[src/design/ual_pkg.sv]
// shared types, constants and codes of the unsorted array list
package ual_pkg;

  // list storage
  localparam int CAPACITY = 16;
  localparam int IDX_W    = (CAPACITY > 1) ? $clog2(CAPACITY) : 1;
  localparam int CNT_W    = $clog2(CAPACITY + 1);

  // fixed field widths
  localparam int VAL_W    = 32;
  localparam int FOUND_W  = 4;
  localparam int COUNT_W  = 5;
  localparam int CAP_W    = 5;
  localparam int CMP_W    = (CNT_W > CAP_W) ? CNT_W : CAP_W;
  localparam int IN_TDATA_W  = 32;
  localparam int OUT_TDATA_W = 48;

  // configuration port
  localparam int APB_AW = 3;
  localparam int APB_DW = 32;
  localparam logic [APB_AW-3:0] REG_CAPACITY = '0;
  localparam logic [CAP_W-1:0]  CAP_RESET    = 5'd16;

  typedef enum logic [1:0] {
    OP_ADD    = 2'd0,
    OP_DELETE = 2'd1,
    OP_SEARCH = 2'd2,
    OP_CLEAR  = 2'd3
  } op_e;

  typedef enum logic [1:0] {
    ST_OK        = 2'd0,
    ST_FULL      = 2'd1,
    ST_NOT_FOUND = 2'd2,
    ST_EMPTY     = 2'd3
  } status_e;

  typedef enum logic [2:0] {
    S_IDLE,
    S_EXEC,
    S_SCAN,
    S_MOVE_RD,
    S_MOVE_WR,
    S_RESULT
  } state_e;

  // controller to datapath
  typedef struct packed {
    logic    load;
    logic    add_wr;
    logic    clear;
    logic    scan_start;
    logic    scan_step;
    logic    move_rd;
    logic    move_wr;
    logic    set_status;
    status_e status;
    logic    out_load;
  } ctrl_cmd_t;

  // datapath to controller
  typedef struct packed {
    op_e  op;
    logic full;
    logic empty;
    logic hit;
    logic miss_done;
  } dp_stat_t;

endpackage

[src/design/ual_ctrl.sv]
// controller state machine of the unsorted array list
module ual_ctrl (
  input  logic                  clk_i,
  input  logic                  rst_ni,
  input  logic                  in_valid_i,
  output logic                  in_ready_o,
  output logic                  out_valid_o,
  input  logic                  out_ready_i,
  input  ual_pkg::dp_stat_t     stat_i,
  output ual_pkg::ctrl_cmd_t    cmd_o
);

  ual_pkg::state_e state_q, state_d;
  logic            out_valid_q, out_valid_d;

  // state and output valid registers
  always_ff @(posedge clk_i or negedge rst_ni) begin
    if (!rst_ni) begin
      state_q     <= ual_pkg::S_IDLE;
      out_valid_q <= 1'b0;
    end else begin
      state_q     <= state_d;
      out_valid_q <= out_valid_d;
    end
  end

  // next state and commands
  always_comb begin
    state_d     = state_q;
    cmd_o       = '0;
    cmd_o.status = ual_pkg::ST_OK;
    in_ready_o  = 1'b0;
    out_valid_d = out_valid_q && !out_ready_i;
    case (state_q)
      ual_pkg::S_IDLE: begin
        in_ready_o = 1'b1;
        if (in_valid_i) begin
          cmd_o.load = 1'b1;
          state_d    = ual_pkg::S_EXEC;
        end
      end
      ual_pkg::S_EXEC: begin
        state_d = ual_pkg::S_RESULT;
        case (stat_i.op)
          ual_pkg::OP_ADD: begin
            if (stat_i.full) begin
              cmd_o.set_status = 1'b1;
              cmd_o.status     = ual_pkg::ST_FULL;
            end else begin
              cmd_o.add_wr = 1'b1;
            end
          end
          ual_pkg::OP_CLEAR: begin
            cmd_o.clear = 1'b1;
          end
          ual_pkg::OP_DELETE: begin
            if (stat_i.empty) begin
              cmd_o.set_status = 1'b1;
              cmd_o.status     = ual_pkg::ST_EMPTY;
            end else begin
              cmd_o.scan_start = 1'b1;
              state_d          = ual_pkg::S_SCAN;
            end
          end
          default: begin
            cmd_o.scan_start = 1'b1;
            state_d          = ual_pkg::S_SCAN;
          end
        endcase
      end
      ual_pkg::S_SCAN: begin
        cmd_o.scan_step = 1'b1;
        if (stat_i.hit) begin
          state_d = (stat_i.op == ual_pkg::OP_DELETE) ? ual_pkg::S_MOVE_RD
                                                      : ual_pkg::S_RESULT;
        end else if (stat_i.miss_done) begin
          cmd_o.set_status = 1'b1;
          cmd_o.status     = ual_pkg::ST_NOT_FOUND;
          state_d          = ual_pkg::S_RESULT;
        end
      end
      ual_pkg::S_MOVE_RD: begin
        cmd_o.move_rd = 1'b1;
        state_d       = ual_pkg::S_MOVE_WR;
      end
      ual_pkg::S_MOVE_WR: begin
        cmd_o.move_wr = 1'b1;
        state_d       = ual_pkg::S_RESULT;
      end
      ual_pkg::S_RESULT: begin
        // wait until the output register is free or being emptied
        if (!out_valid_q || out_ready_i) begin
          cmd_o.out_load = 1'b1;
          out_valid_d    = 1'b1;
          state_d        = ual_pkg::S_IDLE;
        end
      end
      default: begin
        state_d = ual_pkg::S_IDLE;
      end
    endcase
  end

  assign out_valid_o = out_valid_q;

endmodule

[src/design/ual_dp.sv]
// datapath of the unsorted array list: entry memory, scan and result registers
module ual_dp (
  input  logic                           clk_i,
  input  logic                           rst_ni,
  input  ual_pkg::ctrl_cmd_t             cmd_i,
  output ual_pkg::dp_stat_t              stat_o,
  input  logic [ual_pkg::CAP_W-1:0]      cap_i,
  input  logic [1:0]                     in_command_i,
  input  logic [ual_pkg::VAL_W-1:0]      in_value_i,
  output ual_pkg::status_e               out_status_o,
  output logic [ual_pkg::FOUND_W-1:0]    out_index_o,
  output logic [ual_pkg::VAL_W-1:0]      out_removed_o,
  output logic [ual_pkg::COUNT_W-1:0]    out_count_o,
  output logic [ual_pkg::CNT_W-1:0]      fill_o
);

  logic [ual_pkg::VAL_W-1:0] mem_q [ual_pkg::CAPACITY];

  logic [ual_pkg::CNT_W-1:0] fill_q, fill_d;
  logic [ual_pkg::CNT_W-1:0] scan_q, scan_d;
  logic                      rd_vld_q, rd_vld_d;
  logic [ual_pkg::IDX_W-1:0] rd_idx_q;
  logic [ual_pkg::VAL_W-1:0] rd_data_q;

  ual_pkg::op_e              op_q;
  logic [ual_pkg::VAL_W-1:0] val_q;
  ual_pkg::status_e          res_status_q;
  logic [ual_pkg::IDX_W-1:0] res_idx_q;
  logic [ual_pkg::VAL_W-1:0] res_removed_q;

  ual_pkg::status_e             out_status_q;
  logic [ual_pkg::FOUND_W-1:0]  out_index_q;
  logic [ual_pkg::VAL_W-1:0]    out_removed_q;
  logic [ual_pkg::COUNT_W-1:0]  out_count_q;

  logic [ual_pkg::CMP_W-1:0] lim;
  logic                      scan_more;
  logic                      hit;
  logic                      rd_en;
  logic [ual_pkg::IDX_W-1:0] rd_addr;
  logic [ual_pkg::IDX_W-1:0] last_idx;

  // effective capacity and status toward the controller
  always_comb begin
    if (ual_pkg::CMP_W'(cap_i) > ual_pkg::CMP_W'(ual_pkg::CAPACITY)) begin
      lim = ual_pkg::CMP_W'(ual_pkg::CAPACITY);
    end else begin
      lim = ual_pkg::CMP_W'(cap_i);
    end
  end

  assign scan_more = scan_q < fill_q;
  assign hit       = rd_vld_q && (rd_data_q == val_q);
  assign last_idx  = ual_pkg::IDX_W'(fill_q - ual_pkg::CNT_W'(1));

  assign stat_o.op        = op_q;
  assign stat_o.full      = ual_pkg::CMP_W'(fill_q) >= lim;
  assign stat_o.empty     = fill_q == '0;
  assign stat_o.hit       = hit;
  assign stat_o.miss_done = !rd_vld_q && !scan_more;

  // memory read port: scan reads walk up, the move reads the last entry
  assign rd_en   = (cmd_i.scan_step && scan_more) || cmd_i.move_rd;
  assign rd_addr = cmd_i.move_rd ? last_idx : scan_q[ual_pkg::IDX_W-1:0];

  always_ff @(posedge clk_i) begin
    if (rd_en) begin
      rd_data_q <= mem_q[rd_addr];
      rd_idx_q  <= rd_addr;
    end
  end

  // memory write port: append on add, fill the hole on delete
  always_ff @(posedge clk_i) begin
    if (cmd_i.add_wr) begin
      mem_q[fill_q[ual_pkg::IDX_W-1:0]] <= val_q;
    end else if (cmd_i.move_wr) begin
      mem_q[res_idx_q] <= rd_data_q;
    end
  end

  // fill count and scan pointer
  always_comb begin
    fill_d   = fill_q;
    scan_d   = scan_q;
    rd_vld_d = rd_vld_q;
    if (cmd_i.add_wr) begin
      fill_d = fill_q + ual_pkg::CNT_W'(1);
    end else if (cmd_i.move_wr) begin
      fill_d = fill_q - ual_pkg::CNT_W'(1);
    end else if (cmd_i.clear) begin
      fill_d = '0;
    end
    if (cmd_i.scan_start) begin
      scan_d   = '0;
      rd_vld_d = 1'b0;
    end else if (cmd_i.scan_step) begin
      rd_vld_d = scan_more;
      if (scan_more) begin
        scan_d = scan_q + ual_pkg::CNT_W'(1);
      end
    end
  end

  always_ff @(posedge clk_i or negedge rst_ni) begin
    if (!rst_ni) begin
      fill_q   <= '0;
      scan_q   <= '0;
      rd_vld_q <= 1'b0;
    end else begin
      fill_q   <= fill_d;
      scan_q   <= scan_d;
      rd_vld_q <= rd_vld_d;
    end
  end

  // captured item and result of the running command
  always_ff @(posedge clk_i) begin
    if (cmd_i.load) begin
      op_q          <= ual_pkg::op_e'(in_command_i);
      val_q         <= in_value_i;
      res_status_q  <= ual_pkg::ST_OK;
      res_idx_q     <= '0;
      res_removed_q <= '0;
    end else begin
      if (cmd_i.set_status) begin
        res_status_q <= cmd_i.status;
      end
      if (cmd_i.add_wr) begin
        res_idx_q <= fill_q[ual_pkg::IDX_W-1:0];
      end
      if (cmd_i.scan_step && hit) begin
        res_idx_q <= rd_idx_q;
        if (op_q == ual_pkg::OP_DELETE) begin
          res_removed_q <= val_q;
        end
      end
    end
  end

  // output register
  always_ff @(posedge clk_i) begin
    if (cmd_i.out_load) begin
      out_status_q  <= res_status_q;
      out_index_q   <= ual_pkg::FOUND_W'(res_idx_q);
      out_removed_q <= res_removed_q;
      out_count_q   <= ual_pkg::COUNT_W'(fill_q);
    end
  end

  assign out_status_o  = out_status_q;
  assign out_index_o   = out_index_q;
  assign out_removed_o = out_removed_q;
  assign out_count_o   = out_count_q;
  assign fill_o        = fill_q;

endmodule

[src/design/unsorted_array_list.sv]
// unsorted array list: add, clear and a delete of an empty list pass through idle, exec
// and result; a search, or a delete of a non-empty list, adds a scan state before the
// result, and a delete hit adds the move read and move write states after the scan. a
// new transfer is taken only once the result is loaded, so one item is in work at a time.
// the scan reads one entry a cycle from the entry memory read port. reset empties the
// list and sets the capacity register to 16; entry memory is not cleared.
module unsorted_array_list (
  input  logic                                clk_i,
  input  logic                                rst_ni,
  // input stream
  input  logic                                s_axis_tvalid,
  output logic                                s_axis_tready,
  input  logic [ual_pkg::IN_TDATA_W-1:0]      s_axis_tdata,   // [31:0] item_value
  input  logic [1:0]                          s_axis_tuser,   // [1:0] command
  // result stream
  output logic                                m_axis_tvalid,
  input  logic                                m_axis_tready,
  // [3:0] found_index, [35:4] removed_value, [40:36] entry_count, rest zero
  output logic [ual_pkg::OUT_TDATA_W-1:0]     m_axis_tdata,
  output logic [1:0]                          m_axis_tuser,   // [1:0] status
  // configuration port
  input  logic                                psel,
  input  logic                                penable,
  input  logic                                pwrite,
  input  logic [ual_pkg::APB_AW-1:0]          paddr,
  input  logic [ual_pkg::APB_DW-1:0]          pwdata,
  output logic [ual_pkg::APB_DW-1:0]          prdata,
  output logic                                pready
);

  logic [ual_pkg::CAP_W-1:0]   cap_q;
  ual_pkg::ctrl_cmd_t          cmd;
  ual_pkg::dp_stat_t           stat;
  ual_pkg::status_e            out_status;
  logic [ual_pkg::FOUND_W-1:0] out_index;
  logic [ual_pkg::VAL_W-1:0]   out_removed;
  logic [ual_pkg::COUNT_W-1:0] out_count;
  logic [ual_pkg::CNT_W-1:0]   fill;
  logic                        cap_sel;

  // capacity register
  assign pready  = 1'b1;
  assign cap_sel = paddr[ual_pkg::APB_AW-1:2] == ual_pkg::REG_CAPACITY;

  always_ff @(posedge clk_i or negedge rst_ni) begin
    if (!rst_ni) begin
      cap_q <= ual_pkg::CAP_RESET;
    end else if (psel && penable && pwrite && pready && cap_sel) begin
      cap_q <= pwdata[ual_pkg::CAP_W-1:0];
    end
  end

  assign prdata = cap_sel ? ual_pkg::APB_DW'(cap_q) : '0;

  ual_ctrl u_ctrl (
    .clk_i       (clk_i),
    .rst_ni      (rst_ni),
    .in_valid_i  (s_axis_tvalid),
    .in_ready_o  (s_axis_tready),
    .out_valid_o (m_axis_tvalid),
    .out_ready_i (m_axis_tready),
    .stat_i      (stat),
    .cmd_o       (cmd)
  );

  ual_dp u_dp (
    .clk_i         (clk_i),
    .rst_ni        (rst_ni),
    .cmd_i         (cmd),
    .stat_o        (stat),
    .cap_i         (cap_q),
    .in_command_i  (s_axis_tuser),
    .in_value_i    (s_axis_tdata[ual_pkg::VAL_W-1:0]),
    .out_status_o  (out_status),
    .out_index_o   (out_index),
    .out_removed_o (out_removed),
    .out_count_o   (out_count),
    .fill_o        (fill)
  );

  // result packing
  assign m_axis_tuser = out_status;
  assign m_axis_tdata = {7'd0, out_count, out_removed, out_index};

`ifndef NO_ASSERTIONS
  // one item at a time: the input side closes right after a transfer
  a_one_at_a_time: assert property (@(posedge clk_i) disable iff (!rst_ni)
    (s_axis_tvalid && s_axis_tready) |=> !s_axis_tready)
    else $error("input taken while an item is in work");

  // the fill count stays within the storage
  a_fill_bound: assert property (@(posedge clk_i) disable iff (!rst_ni)
    ual_pkg::CMP_W'(fill) <= ual_pkg::CMP_W'(ual_pkg::CAPACITY))
    else $error("fill count beyond capacity");

  // an empty report comes with an empty list and no index
  a_empty_result: assert property (@(posedge clk_i) disable iff (!rst_ni)
    (m_axis_tvalid && (m_axis_tuser == ual_pkg::ST_EMPTY))
      |-> (m_axis_tdata[40:36] == '0 && m_axis_tdata[3:0] == '0))
    else $error("empty status with entries or index");
`endif

endmodule

[config.mk]
export PLATFORM = sky130hd
export DESIGN_NAME = unsorted_array_list
export DESIGN_NICKNAME = d
export VERILOG_FILES = /design/src/design/ual_pkg.sv /design/src/design/ual_ctrl.sv /design/src/design/ual_dp.sv /design/src/design/unsorted_array_list.sv
export SDC_FILE = /design/constraint.sdc
export NUM_CORES = 1
export LEC_CHECK = 0
export ABC_AREA = 1
export BUFFER_PORTS_ARGS = -buffer_cell sky130_fd_sc_hd__buf_2
export CORE_MARGIN = 2
export CORE_UTILIZATION = 32
export CTS_CLUSTER_SIZE = 12
export DETAILED_ROUTE_END_ITERATION = 10
export GPL_TIMING_DRIVEN = 0
export PLACE_DENSITY_LB_ADDON = 0.05
export SETUP_SLACK_MARGIN = 0.3
export SLEW_MARGIN = 5
export SYNTH_ARGS = -nofsm -noshare
export SYNTH_HDL_FRONTEND = slang
export SYNTH_SLANG_ARGS = --single-unit
[constraint.sdc]
create_clock -name clk_i -period 6.8 [get_ports clk_i]
set_input_delay 0.68 -clock clk_i [delete_from_list [all_inputs] [get_ports clk_i]]
set_output_delay 0.68 -clock clk_i [all_outputs]
set_load 0.05 [all_outputs]
==> impl_results.md, run 1 <==
- Setup Fix Bufs, Post-CTS: 0
- Post-CTS Resized: 0
- Antenna viol nets, final: 0
- Total die area: 90230 µm²
- CP Data Required Time: 7.11 ns
- Gpl congestion: 0.9394
- Peak VDD IR: 0.2249 mV
- Max Cap Viol: 0
- First-pass GRT wire length: 127.4 mm
- Final Slew Violations: 0
- Critical path class: reg -> reg
- Mapped Area: 28110 µm²
- Final Core Density: 38.44%
- Post-synthesis sequential area ratio: 71.26%
- Layout cells sized above 1: 14.88%
- Worst skew pair latency: 0.61 ns
- Clock sinks: 683
- Final std cells w/o fill: 3878
- Fillers: 8367
- RSZ-0062 raised after global routing: no
- DP HPWL: 63.29 mm
- R2r worst-path depth: 12
- Grt ovf: 0
- Tmin final: 4.354 ns
- Status: finished clean
- Pre-antenna DRT Iters: 5
- Worst slew pin tran: 1.154 ns
- EDFF count, synth: 625
- Crit-path max FO: 19
- Clock Tree Buf Depth: 3
- CTS Buf Count: 78
- H-tree Lvls: 3
- HP Class: in -> async
- Initial antenna violation count: 2
- Power, Total: 14.41 mW
- Fmax achieved: 229.7 MHz
- Via-per-instance ratio: 4.773
- Starting Density: 32.35%
- Setup TNS: 0 ns
- Arr. time, crit path: 4.66 ns
- Vias: 18511
- Critical path's slowest cell: nor2_4
- 1st-iter DRT viols: 1362
- Layout area overhead: 18.81%
- Die Width: 300.4 µm
- Fraction of registers with async set/reset: 2.928%
- Row count: 108
- Register Area: 20030 µm²
- WL/cell: 22.53 µm
- Power density over the cells: 431.5 nW/µm²
- Clock Pin Slew Worst Setup and Hold Paths: 0.06 ns
- Core Area: 86890 µm²
- Setup violations, final: 0
- CTS tree: done
- CTS root buffer: clkbuf_16
- Io pins: 161
- Cell count after synthesis: 2411
- Prevailing post-synth register cell: edfxtp_1
- Post-Place Cells: 3739
- Critical Path Start Type: flip-flop
- Final Hold Violating Endpoints: 0
- Total global-route track usage: 19.40%
- Setup Skew: 0.01947 ns
- CP dominant cell by count: nand2_1
- Die height: 300.4 µm
- Critical-path cell list: o41ai_1 -> nand2_1 -> ha_1 -> a21o_1 -> a21oi_1 -> and2_0 -> buf_2 -> nand2_2 -> nand2_1 -> nand3_1 -> nor2_4 -> buf_12
- Number of global-route vias before repair: 18537
- Hold WS: 0.03435 ns
- Ys Warns: 0
- Nets@finish: 2756
- Slew headroom: 22.57%
- CP max stage delay: 0.76 ns
- Largest net degree at the start of global routing: 33
- Mapped Avg Cell Area: 11.66 µm²
- Period utilization: 64.03%
- Post-synthesis register bit count: 683
- WL final: 87.39 mm
- Hold-fix buffers at CTS: 0
- Area of the multi-input gates: 6983 µm²
- PortBufs: 96
- Static leakage: 12.16 nW
- DR DRC count: 0
- Number of distinct library cells after synthesis: 40
- Critical path endpoint category: flip-flop
power by group:
group          internal [mW]  leakage, nW  total [mW]  switching [mW]
Sequential              5.48         6.23        5.71           0.227
Clock                   2.30         1.18        3.99            1.68
Combinational           1.20         4.75        4.72            3.51
final timing paths:
path	endpoint	startpoint	slack, ns
max in group asynchronous	cap_q[4]$_DFFE_PN1P_	rst_ni	6.40
worst min-delay path	u_dp.scan_q[1]$_DFFE_PN0P_	rst_ni	0.03
worst max-delay path	u_dp.mem_q[14][13]$_DFFE_PP_	cap_q[1]$_DFFE_PN0P_	2.45
worst min register to register	u_dp.out_removed_o[5]$_DFFE_PP_	u_dp.res_removed_q[5]$_SDFFE_PP0P_	0.43
worst max register to register	u_dp.mem_q[14][13]$_DFFE_PP_	cap_q[1]$_DFFE_PN0P_	2.45
min in group clk_i	u_dp.val_q[6]$_DFFE_PP_	s_axis_tdata[6]	0.25
worst max-delay path: cells and delay by family, from the launching register on:
kind / cells / cell delay (ns)
buf+inv: 2 / 0.43
simple gates: 6 / 1.82
compound gates: 3 / 1.06
fa+ha+maj: 1 / 0.32
flops: 1 / 0.39
area by class of cell:
type                    count  share of cell area (%)
diodes                      1                0.007493
plain buffers             157                   2.548
clock buffers              96                   6.201
clock inverters            42                  0.9029
inverters                 142                   1.596
multi-input cells        1462                   20.91
flip-flops and latches    683                   59.98
well taps                1155                   4.327
repair buffers            140                   3.529
cells in the mapped netlist, types with 3 or more instances:
library cell  instances  area [µm²]
a21oi_1              23       115.1
a31oi_1               3       18.77
buf_2                64       320.3
buf_4                47       352.8
clkbuf_1             41       153.9
clkbuf_2              4       20.02
dfrtp_1              19       475.5
dfxtp_1              38       760.7
edfxtp_1            625       18770
ha_1                 16       200.2
inv_1               138       518.0
inv_2                 4       15.01
nand2_1             291        1092
nand3_1              98       490.5
nand4_1              18       112.6
nor2_1              523        1963
o211ai_1            130       975.9
o21ai_0             263        1316
o21ai_1              34       170.2
xor2_1                7       61.31
layer usage:
metal	up-vias	track usage [%]	share of wire, %
met2	367	32.64	48
met4	0	4.440	2.1
li1	8896	-	-
met1	9133	26.59	46
met5	-	0	0
met3	115	2.684	3.9
logic make-up (layout without fill, tap and decap cells):
logic type | Yosys count | after routing | synth area share [%]
buf+inv | 299 | 577 | 4.923
simple gates | 943 | 943 | 13.39
flops | 683 | 683 | 71.26
fa+ha+maj | 16 | 16 | 0.7122
compound gates | 460 | 460 | 9.441
xor+xnor | 8 | 8 | 0.2493
other cells | 2 | 36 | 0.02672
metrics by stage:
| stage | area (µm²) | setup WS (ns) |
|---|---|---|
| 2_1_floorplan | 28230 | 2.663 |
| 3_3_place_gp | 30160 | 0.2426 |
| 3_5_place_dp | 31020 | 2.466 |
| 4_1_cts | 33390 | 2.465 |
| 5_1_grt | 33390 | 2.130 |
| 6_report | 33400 | 2.446 |
cells in the final DEF (no fill, tap or decap), types with 2 or more instances in the layout:
cell type,instances
o21ai_2,10
buf_8,2
nor2_4,17
ha_1,16
o21ai_1,55
nand2_1,290
nor3_2,2
a31oi_1,3
nand3_1,98
clkbuf_1,55
dfxtp_1,38
bufinv_16,4
conb_1,35
nor2_1,507
xor2_1,7
clkinv_1,15
clkbuf_2,4
inv_1,137
nand2_2,2
buf_4,66
buf_2,160
dfrtp_1,19
buf_16,11
nand4_1,18
a21oi_1,22
nor3_1,2
nand3b_1,2
buf_6,2
o21ai_0,234
o211ai_1,130
inv_2,5
clkbuf_16,79
edfxtp_1,625
clkbuf_8,3
clkinv_2,20
buf_12,10
sequential cells by signal, summed over array words and instances (netlist names):
name / cells
u_dp.mem_q: 512
u_dp.out_removed_o: 32
u_dp.rd_data_q: 32
u_dp.res_removed_q: 32
u_dp.val_q: 32
cap_q: 5
u_dp.fill_o: 5
u_dp.out_count_o: 5
u_dp.scan_q: 5
u_dp.out_index_o: 4
u_dp.rd_idx_q: 4
u_dp.res_idx_q: 4
u_ctrl.state_q: 3
u_dp.op_q: 2
u_dp.out_status_o: 2
u_dp.res_status_q: 2
u_ctrl.out_valid_o: 1
u_dp.rd_vld_q: 1
Note: power is estimated with default switching activity, not from simulation.
==> run 2: changes to the inputs <==
==> constraint.sdc (replaced) <==
create_clock -name clk_i -period 3.9 [get_ports clk_i]
set_input_delay 0.39 -clock clk_i [delete_from_list [all_inputs] [get_ports clk_i]]
set_output_delay 0.39 -clock clk_i [all_outputs]
set_load 0.05 [all_outputs]
==> run 2 against run 1 <==
Clock skew grew 0.0097 ns. Largest cell class unchanged. Flip-flop and latch count is the same. First-iteration DRC count grew 4.7%. Highest routed layer unchanged. Final area grew 3.0%. Die area is the same. Register-to-register slack lost 1.9 ns. Critical path depth grew 1. Non-clock buffer count grew 57. Critical endpoint is now u_dp.mem_q[2][21]$_DFFE_PP_. Setup slack lost 1.9 ns. Clock power grew 86%. Wire length grew 1.2%.
==> impl_results.md, run 2 (synthesis results as in run 1) <==
- Status: finished clean
- Final Core Density: 39.60% (+1.2 points)
- 1st-iter DRT viols: 1426 (+4.7%)
- Crit-path max FO: 15 (-4)
- H-tree Lvls: 3 (unchanged)
- Critical-path cell list: o41ai_4 -> nand2_1 -> ha_1 -> a21o_1 -> a21oi_4 -> and2_0 -> buf_2 -> nand2_2 -> nand2_4 -> nand3_4 -> nor2_4 -> buf_12 -> buf_16
- Peak VDD IR: 0.3557 mV (+58%)
- HP Class: in -> reg
- Post-layout worst setup margin: 0.5112 ns (-1.934 ns)
- Antenna viol nets, final: 0 (unchanged)
- DP HPWL: 63.18 mm (-0.18%)
- Final std cells w/o fill: 3943 (+1.7%)
- Switching share of power: 37.19% (-0.45 points)
- Commonest non-fill, non-tap cells in the layout: edfxtp_1 (625), nor2_1 (507), nand2_1 (289), o21ai_0 (234), buf_2 (159)
- CP Data Required Time: 4.21 ns (-2.90 ns)
- Largest net degree at the start of global routing: 30 (-9.1%)
- Period utilization: 86.89% (+23 points)
- Max Cap Viol: 0 (unchanged)
- Post-Place Cells: 3736 (-0.080%)
- Worst slew pin tran: 1.002 ns (-0.1514 ns)
- Via-per-instance ratio: 4.781 (+0.15%)
- Starting Density: 32.35% (unchanged)
- Sw Pwr: 9.591 mW (+77%)
- Io pins: 161 (unchanged)
- Worst skew pair latency: 0.63 ns (+0.02 ns)
- Internal power: 16.20 mW (+80%)
- Setup Skew: 0.02912 ns (+0.009655 ns)
- PortBufs: 96 (unchanged)
- First-pass GRT wire length: 128.2 mm (+0.57%)
- Placement Setup Slack: -0.5135 ns (-2.980 ns)
- Static leakage: 12.57 nW (+3.3%)
- Setup violations, final: 0 (unchanged)
- Flop pwr share: 38.6% (-1.0 points)
- Max reg flops: 512 (unchanged)
- Pre-antenna DRT Iters: 5 (unchanged)
- Row count: 108 (unchanged)
- Die height: 300.4 µm (unchanged)
- Die Width: 300.4 µm (unchanged)
- Clock sinks: 683 (unchanged)
- CP max stage delay: 0.43 ns (-0.33 ns)
- Clock share of power: 28.8% (+1.1 points)
- Total die area: 90230 µm² (unchanged)
- RSZ-0062 raised after global routing: no
- Vias: 18850 (+1.8%)
- CTS tree: done
- Nets@finish: 2817 (+2.2%)
- Slew headroom: 33.18% (+11 points)
- Critical path class: reg -> reg
- Gate power share: 32.6% (about the same)
- Critical path's slowest cell: dfrtp_1
- Largest Register: u_dp.mem_q
- Critical path endpoint category: flip-flop
- Final Hold Violating Endpoints: 0 (unchanged)
- Layout area overhead: 22.41%
- Gpl congestion: 0.8973 (-4.5%)
- Number of global-route vias before repair: 18624 (+0.47%)
- Tmin final: 3.389 ns (-0.9655 ns)
- CTS Buf Count: 81 (+3.8%)
- Clock Pin Slew Worst Setup and Hold Paths: 0.05 ns (about the same)
- Commonest non-fill, non-tap cell in the layout: edfxtp_1
- Top Family by Delay on Critical Path: simple AND/OR/NAND/NOR gates
- CTS root buffer: clkbuf_16
- Grt ovf: 0 (unchanged)
- Fmax achieved: 295.1 MHz (+28%)
- Worst Path Buf+Inv: 3 (+1)
- DR DRC count: 0 (unchanged)
- Core Area: 86890 µm² (unchanged)
- Clock Tree Buf Depth: 3 (unchanged)
- WL/cell: 22.44 µm (-0.43%)
- Critical Path Start Type: flip-flop
- Initial antenna violation count: 2 (unchanged)
- Layout cells sized above 1: 15.76% (+0.88 points)
- WL final: 88.47 mm (+1.2%)
- Fillers: 8310 (-0.68%)
- Total global-route track usage: 19.62% (+0.22 points)
- Power density over the cells: 749.5 nW/µm² (+74%)
- Arr. time, crit path: 3.70 ns (-0.96 ns)
- Final Slew Violations: 0 (unchanged)
## run 2: cell types whose count changed in the layout (fill, tap and decap cells not counted), sizes merged, moves of 5 or more
cell | previous run | this run
clkinv | 36 | 30
clkbuf | 141 | 148
dlygate4sd3 | 0 | 37
buf | 252 | 271
bufinv | 4 | 9
## run 2: area by class of cell
class,instances,area (µm²),share of cell area (%)
repair buffers,197,1864,5.418
diodes,2,5.005,0.01454
clock inverters,42,442.9,1.287
well taps,1155,1445,4.200
flip-flops and latches,683,20030,58.21
inverters,142,533.0,1.549
clock buffers,102,2137,6.211
plain buffers,157,858.3,2.494
multi-input cells,1463,7093,20.61
## run 2: per-stage QoR
step	total power, mW	area [µm²]	hold WS (ns)	setup TNS, ns
after floorplan	14.73	28270	0.09441	0
after global placement	18.03	30200	0.3821	-662.17
after detailed placement	18.39	30970	0.3811	-153.89
after CTS	26.05	34350	0.0006597	0
after global routing	27.20	34400	0.02727	0
final	25.79	34410	0.03483	0
## run 2: power groups by stage
stage	clock network [mW]	logic, mW	registers [mW]
floorplan	0	4.53	10.2
global placement	0	7.83	10.2
detailed placement	0	8.29	10.1
CTS	7.62	8.47	9.95
global route	7.91	9.26	10.0
finish	7.44	8.40	9.95
## run 2: repair_timing
item,CTS,global route
buffers inserted,22,1
endpoints found under the setup margin,519,496
resized for setup,12,14
hold buffers,37,0
gates cloned,1,0
pin swaps,17,3
hold endpoints to repair,55,0
## run 2: worst register-to-register path: cells and delay by family (launching register included)
kind            cells  cell delay (ns)
simple gates        6             0.97
compound gates      3             0.81
flops               1             0.43
fa+ha+maj           1             0.31
buf+inv             3             0.54
## run 2: final timing paths
path / startpoint / to / slack, ns / depth (start not counted)
max: cap_q[1]$_DFFE_PN0P_ / u_dp.mem_q[2][21]$_DFFE_PP_ / 0.51 / 13
min: pwdata[3] / cap_q[3]$_DFFE_PN0P_ / 0.03 / 3
max reg2reg: cap_q[1]$_DFFE_PN0P_ / u_dp.mem_q[2][21]$_DFFE_PP_ / 0.51 / 13
min reg2reg: u_dp.res_removed_q[11]$_SDFFE_PP0P_ / u_dp.out_removed_o[11]$_DFFE_PP_ / 0.43 / 0
max in group asynchronous: rst_ni / cap_q[4]$_DFFE_PN1P_ / 3.28 / 2
min in group asynchronous: rst_ni / u_dp.fill_o[0]$_DFFE_PN0P_ / 0.26 / 2
## run 2: layer usage
metal | vias up | global-route usage (%) | wire, µm
li1 | 9051 | - | -
met2 | 443 | 32.78 | 42120
met4 | 0 | 4.929 | 1987
met1 | 9242 | 27.29 | 40730
met5 | - | 0 | 0
met3 | 114 | 2.136 | 3638
